**src/kpsl_pkg.sv**
```systemverilog
// ----------------------------------------------------------------------------
// kpsl_pkg
// Shared sizes, types and codes of the rank-k point selector.
// ----------------------------------------------------------------------------
package kpsl_pkg;

    // set and point geometry
    localparam int MAX_POINTS  = 64;
    localparam int MAX_DIMS    = 4;
    localparam int COORD_WIDTH = 32;

    // field widths
    localparam int LABEL_W = 16;
    localparam int RANK_W  = 6;
    localparam int CNT_W   = $clog2(MAX_POINTS + 1);
    localparam int AXC_W   = 3;
    localparam int AXS_W   = 2;
    localparam int EFF_W   = $clog2(MAX_DIMS + 1);
    localparam int AX_W    = (MAX_DIMS > 1) ? $clog2(MAX_DIMS) : 1;

    // configuration port
    localparam int CFG_IDX_W  = 2;
    localparam int CFG_DATA_W = AXC_W;
    localparam logic [CFG_IDX_W-1:0] CFG_AXIS_COUNT = 2'd0;
    localparam logic [CFG_IDX_W-1:0] CFG_START_AXIS = 2'd1;

    // result status codes
    localparam logic STATUS_OK  = 1'b0;
    localparam logic STATUS_ERR = 1'b1;

    typedef logic [MAX_DIMS-1:0][COORD_WIDTH-1:0] coords_t;
    typedef logic [AX_W-1:0] axis_idx_t;

    // controller states
    typedef enum logic
    {
        ST_LOAD,
        ST_DRAIN
    } state_t;

    // control broadcast to every cell of the chain
    typedef struct packed
    {
        logic                      insert;
        logic                      shift;
        logic [EFF_W-1:0]          eff_cnt;
        logic [MAX_DIMS-1:0][AX_W-1:0] axis_order;
    } cell_ctrl_t;

endpackage

```
**src/kpsl_cell.sv**
```systemverilog
// ----------------------------------------------------------------------------
// kpsl_cell
// One slot of the insertion chain: holds a point, compares it against the
// incoming key and keeps it, takes the key or left neighbor, or next_label.
// ----------------------------------------------------------------------------
module kpsl_cell
(
    input  logic                         clk,
    input  kpsl_pkg::cell_ctrl_t         ctrl,
    input  logic                         occupied,
    input  logic [kpsl_pkg::LABEL_W-1:0] key_label,
    input  kpsl_pkg::coords_t            key_coords,
    input  logic                         prev_gt,
    input  logic [kpsl_pkg::LABEL_W-1:0] prev_label,
    input  kpsl_pkg::coords_t            prev_coords,
    input  logic [kpsl_pkg::LABEL_W-1:0] next_label,
    output logic                         gt,
    output logic [kpsl_pkg::LABEL_W-1:0] label,
    output kpsl_pkg::coords_t            coords
);
    import kpsl_pkg::*;

    logic [LABEL_W-1:0] label_reg;
    logic [LABEL_W-1:0] label_next;
    coords_t            coords_reg;
    coords_t            coords_next;
    logic               stored_gt;

    // cyclic lexicographic compare: stored point strictly after the key
    always_comb
    begin
        logic      decided;
        axis_idx_t ax;
        decided   = 1'b0;
        stored_gt = 1'b0;
        ax        = '0;
        for (int off = 0; off < MAX_DIMS; off++)
        begin
            ax = ctrl.axis_order[off];
            if (!decided && (EFF_W'(off) < ctrl.eff_cnt) &&
                (coords_reg[ax] != key_coords[ax]))
            begin
                decided   = 1'b1;
                stored_gt = $signed(coords_reg[ax]) > $signed(key_coords[ax]);
            end
        end
    end

    // at or past the insertion point: set once any cell to the left is;
    // an empty slot sorts after everything; ties keep arrival order
    assign gt = prev_gt || !occupied || stored_gt;

    // slot update: insert, shift right, or drain labels left
    always_comb
    begin
        label_next  = label_reg;
        coords_next = coords_reg;
        if (ctrl.insert && gt)
        begin
            if (prev_gt)
            begin
                label_next  = prev_label;
                coords_next = prev_coords;
            end
            else
            begin
                label_next  = key_label;
                coords_next = key_coords;
            end
        end
        else if (ctrl.shift)
        begin
            label_next = next_label;
        end
    end

    always_ff @(posedge clk)
    begin
        label_reg  <= label_next;
        coords_reg <= coords_next;
    end

    assign label  = label_reg;
    assign coords = coords_reg;

endmodule

```
**config.mk**
```make
export PLATFORM = sky130hd
export DESIGN_NAME = kpsl_cell
export DESIGN_NICKNAME = d
export VERILOG_FILES = /design/src/kpsl_pkg.sv /design/src/kpsl_cell.sv
export SDC_FILE = /design/constraint.sdc
export NUM_CORES = 1
export LEC_CHECK = 0
export BUFFER_PORTS_ARGS = -buffer_cell sky130_fd_sc_hd__buf_4
export CAP_MARGIN = 20
export CORE_MARGIN = 5
export CORE_UTILIZATION = 50
export DETAILED_ROUTE_END_ITERATION = 10
export PLACE_DENSITY_LB_ADDON = 0.08
export REMOVE_ABC_BUFFERS = 1
export SKIP_LAST_GASP = 1
export SLEW_MARGIN = 40
export SYNTH_ARGS = -nofsm -noshare
export SYNTH_HDL_FRONTEND = slang
export SYNTH_SLANG_ARGS = --single-unit
```
**constraint.sdc**
```tcl
create_clock -name clk -period 18.85 [get_ports clk]
set_input_delay 2.8275 -clock clk [delete_from_list [all_inputs] [get_ports clk]]
set_output_delay 2.8275 -clock clk [all_outputs]
set_load 0.005 [all_outputs]
```
======== After elaboration in Yosys (flattened, before gate mapping) ========
Cells that the tools add are included.
word-level totals
  register bits after elaboration ......... 144
  latch bits .............................. 0
  bits in writable memories ............... 0
  memory bits (read-only) ................. 0
  input port bits ......................... 320
  output and inout port bits .............. 145
  word-level logic and storage cells ...... 63
  memories kept ........................... 0
cells by class
  $add $sub $neg .......................... 0
  $mul .................................... 0
  div/mod/pow operators ................... 0
  order comparisons ....................... 12
  eq/ne operators ......................... 4
  shift-type cells ........................ 0
  mux-type cells .......................... 27
  bitwise operators ....................... 0
  reductions and logical operators ........ 15
operators with widths
  kind                  number
  $bmux W32 S2          8
  $mux W32              8
  $gt A32 B32 Y1        4
  $mux W128             1
  $ne A32 B32 Y1        4
  $mux W16              3
  $lt A2 B3 Y1 const B  4
  $logic_and A1 B1 Y1   8
  $mux W1               7
  $lt A1 B3 Y1 const A  2
  $lt A2 B3 Y1 const A  2
  $logic_not A1 Y1      4
  $logic_or A1 B1 Y1    2
  $reduce_bool A2 Y1    1

======== Longest topological paths before layout ========
  word-level depth ........................ 20
  mapped depth ............................ 15

======== Worst setup path before layout ========
OpenSTA, ideal clock, no wires.
  path kind ............................... input to output
  start ................................... in ctrl[4] in the netlist's numbering
  end ..................................... out gt
  data arrival time ....................... 6.314 ns
  required time ........................... 16.022 ns
  setup slack ............................. 9.709 ns
  stages on the path ...................... 12
  cell sequence ........................... clkbuf_1 buf_1 mux4_2 ha_1 nand4_1 or4_1 nand3b_4 nor3_1 o2111ai_1 mux2i_1 nor2_1 o21ai_0
on the way
  cells in the longest elaborated chain, start to end .. 10
RTL lines
  item                                                    RTL line         text
  from (decl)                                             kpsl_cell.sv:9   input kpsl_pkg::cell_ctrl_t ctrl,
  branches (longest 8 deep; another with $gt A32 B32 Y1)  --
  $mux W1 (*)                                             kpsl_cell.sv:40  if (!decided && (EFF_W'(off) < ctrl.eff_cnt) &&
  $logic_or A1 B1 Y1 (*)                                  kpsl_cell.sv:51  assign gt = prev_gt || !occupied || stored_gt;
  to (decl)                                               kpsl_cell.sv:17  output logic gt,
Mark *: on every way between the ends. The select of a mux whose other input is x is not followed.

======== Worst setup path in the final report ========
  start ................................... in ctrl[2] in the netlist's numbering
  end ..................................... out gt
on the way
  cells in the longest elaborated chain, start to end .. 14
RTL lines
  item                                                     RTL line
  branches (longest 12 deep; another with $gt A32 B32 Y1)  --
  $mux W1 (*)                                              kpsl_cell.sv:40
  $logic_or A1 B1 Y1 (*)                                   kpsl_cell.sv:51
Marked as above.

==> run_results.csv <==
group,metric,value,unit
run_status,status,"finished clean",
setup_path,rr_endpoint,"label[13]$_DFFE_PP_",
clock_network,cts_resized,0,
clock_network,postCtsSetupBuffers,0,
final_layout,final_common_cell,"buf_4",
routing,viasPerCell,6.46,
logic_synthesis,syn_avg_cell_area,14.0,um^2
setup_path,worstPathRequired,16.02,ns
routing,wl_met3,4.50,mm
placement,dp_hpwl,39.7,mm
setup_path,worstPathArrival,7.19,ns
sta,slew_viol_final,0,
die,placementRows,64,
sta,rsz0062_at_grt,"false",
setup_path,setup.worst_path.end,"gt",
final_layout,syn2layout_area_growth,28.1,%
setup_path,cp_max_fo,35,
setup_path,endpoint_kind,"output pin",
logic_synthesis,syn-cell-area,15600,um^2
grt,grt_overflow,0,
final_layout,largest_register_ffs,128,
logic_synthesis,ys_async_sr_fraction,0,%
setup_path,ff2ff_setup_slack,13.27,ns
grt,antenna_found_initial,4,
setup_path,critPathLaunchType,"input port",
logic_synthesis,netlist_instances,1114,
grt,first_global_vias,13458,
logic_synthesis,synth-main-ff-cell,"edfxtp_1",
power_and_ir_drop,ir_drop,0.0695,mV
grt,grt_usage,29.3,%
routing,top_layer,"met5",
run,max-cap-violations,0,
placement,port_buffers,464,
die,die_area,34900,um^2
sta,hold_ws,1.93,ns
power_and_ir_drop,power,1.45,mW
clock_network,cts_max_path_buffers,2,
grt,grt_max_degree,67,
grt,grt_pass1_wl,79.0,mm
hold_path,hp-class,"reg -> reg",
clock_network,tritoncts,"yes",
logic_synthesis,netlist_top_cells_area,"mux4_2, edfxtp_1, mux2_2",
die,die_x,187,um
logic_synthesis,synth_edf_count,144,
sta,hold_viol_final,0,
routing,vias,12543,
setup_path,crit_start,"ctrl[2]",
die,core_area,30700,um^2
power_and_ir_drop,p_per_area,72.5,nW/um^2
final_layout,drive_gt1_share,59.9,%
die,die_h,187,um
sta,setup_tns,0,ns
die,initial_utilization,50.8,%
routing,postRouteAntennaNets,0,
sta,fin_crit_sh,53.1,%
routing,wl_met2,27.6,mm
routing,routedWlPerCell,26.5,um
clock_network,path_clk_slew,0.06,ns
final_layout,fin_area,20000,um^2
sta,relSlewSlack,46.0,%
clock_network,clock_latency,0.46,ns
clock_network,cts_buffers,17,
logic_synthesis,synth_seq_cells,144,
clock_network,clock_sinks,144,
placement,dp.cells,1912,
logic_synthesis,yosysWarnings,0,
die,ios,465,
sta,min_period,10.02,ns
final_layout,fin_nets,1983,
routing,wl_met1,18.0,mm
sta,fin_ws,8.83,ns
setup_path,r2r.worst_path.cells,13,
logic_synthesis,ys_seq_area_share,27.7,%
placement,routabilityCongestion,0.930,
final_layout,fin_cells,1943,
power_and_ir_drop,cellLeakagePower,8.42,nW
clock_network,cts_max_level,4,
placement,pre_cts_ws,8.84,ns
routing,drt_first_pass_iters,5,
final_layout,post-route-util,65.0,%
setup_path,reg2reg_from,"coords[31]$_DFFE_PP_",
logic_synthesis,synth_top_area_cell,"mux4_2",
setup_path,crit_type,"in -> out",
routing,route.detailed.drc,0,
final_layout,layout_common_cells,"buf_4, mux4_2, mux2_2",
sta,finalSetupViolCount,0,
logic_synthesis,synth_top_area_share,36.9,%
routing,finalWirelength,51.4,mm
logic_synthesis,ys_types,49,
sta,tightest_slew,0.810,ns
clock_network,cts-hold-fix-buffers,0,
placement,placed_area,19400,um^2
routing,drt-initial-drc-count,1025,
sta,max_clock_freq,99.8,MHz
sta,skew,0.0115,ns
clock_network,cts_root_buf,"clkbuf_16",
==> routing by layer <==
metal / vias up / global-route usage [%]
li1: 5466 / -
met1: 6361 / 34.0
met2: 621 / 52.7
met3: 93 / 8.56
met4: 2 / 9.13
met5: - / 0
==> cells in the mapped netlist (all sizes together) (2+ instances only) <==
library cell	instances
edfxtp	144
o31ai	2
a21o	9
buf	33
o2111ai	3
clkbuf	40
and4	4
nor4	4
a31oi	3
nor3	4
nand2	33
mux4	256
o21a	3
inv	135
a211oi	4
o21ai	15
nand2b	4
nor2b	3
or4	4
a21oi	47
nand4	23
o211ai	10
nor2	13
a221oi	2
nand3	9
mux2	161
ha	128
==> how the worst min path moves through the flow <==
stage	start	end	cells after the start
2_1_floorplan	coords[95]$_DFFE_PP_	coords[0]$_DFFE_PP_	5
3_3_place_gp	coords[95]$_DFFE_PP_	coords[82]$_DFFE_PP_	6
3_5_place_dp	coords[95]$_DFFE_PP_	coords[45]$_DFFE_PP_	6
4_1_cts	coords[95]$_DFFE_PP_	coords[82]$_DFFE_PP_	6
5_1_grt	coords[127]$_DFFE_PP_	coords[114]$_DFFE_PP_	6
6_report	coords[127]$_DFFE_PP_	coords[82]$_DFFE_PP_	6
==> worst max-delay path, cell delays in order <==
cell     delay [ns]
buf_4          0.48
buf_4          0.69
mux4_2         0.60
ha_1           0.31
nand2_1        0.07
or4_1          0.57
nor4_1         0.63
o21ai_0        0.22
a22o_1         0.30
o21ba_2        0.21
o21ai_0        0.08
buf_4          0.17
==> area by class of cell <==
| cell class | instances | area [um^2] |
|---|---|---|
| repair buffers | 475 | 3590 |
| flip-flops and latches | 144 | 4320 |
| clock buffers | 18 | 429 |
| inverters | 135 | 507 |
| multi-input cells | 762 | 10500 |
| fillers | 2344 | 10800 |
| well taps | 396 | 495 |
| diodes | 2 | 5.00 |
| clock inverters | 11 | 144 |
==> report_power, final <==
group	switching [mW]	internal [mW]	leakage [nW]
logic	0.278	0.337	6.73
clock network	0.143	0.205	0.270
registers	0.0627	0.424	1.42
total	0.484	0.966	8.42
==> kinds of logic (layout without fill, tap and decap cells) <==
family / count (synthesis) / in the layout / share of synthesized area [%]
mux: 418 / 418 / 48.8
buf+inv: 208 / 639 / 5.05
simple gates: 105 / 105 / 3.57
other cells: 0 / 2 / 0
flops: 144 / 144 / 27.7
compound gates: 111 / 111 / 4.64
fa+ha+maj: 128 / 128 / 10.3
Power figures use the tool's default switching activity.
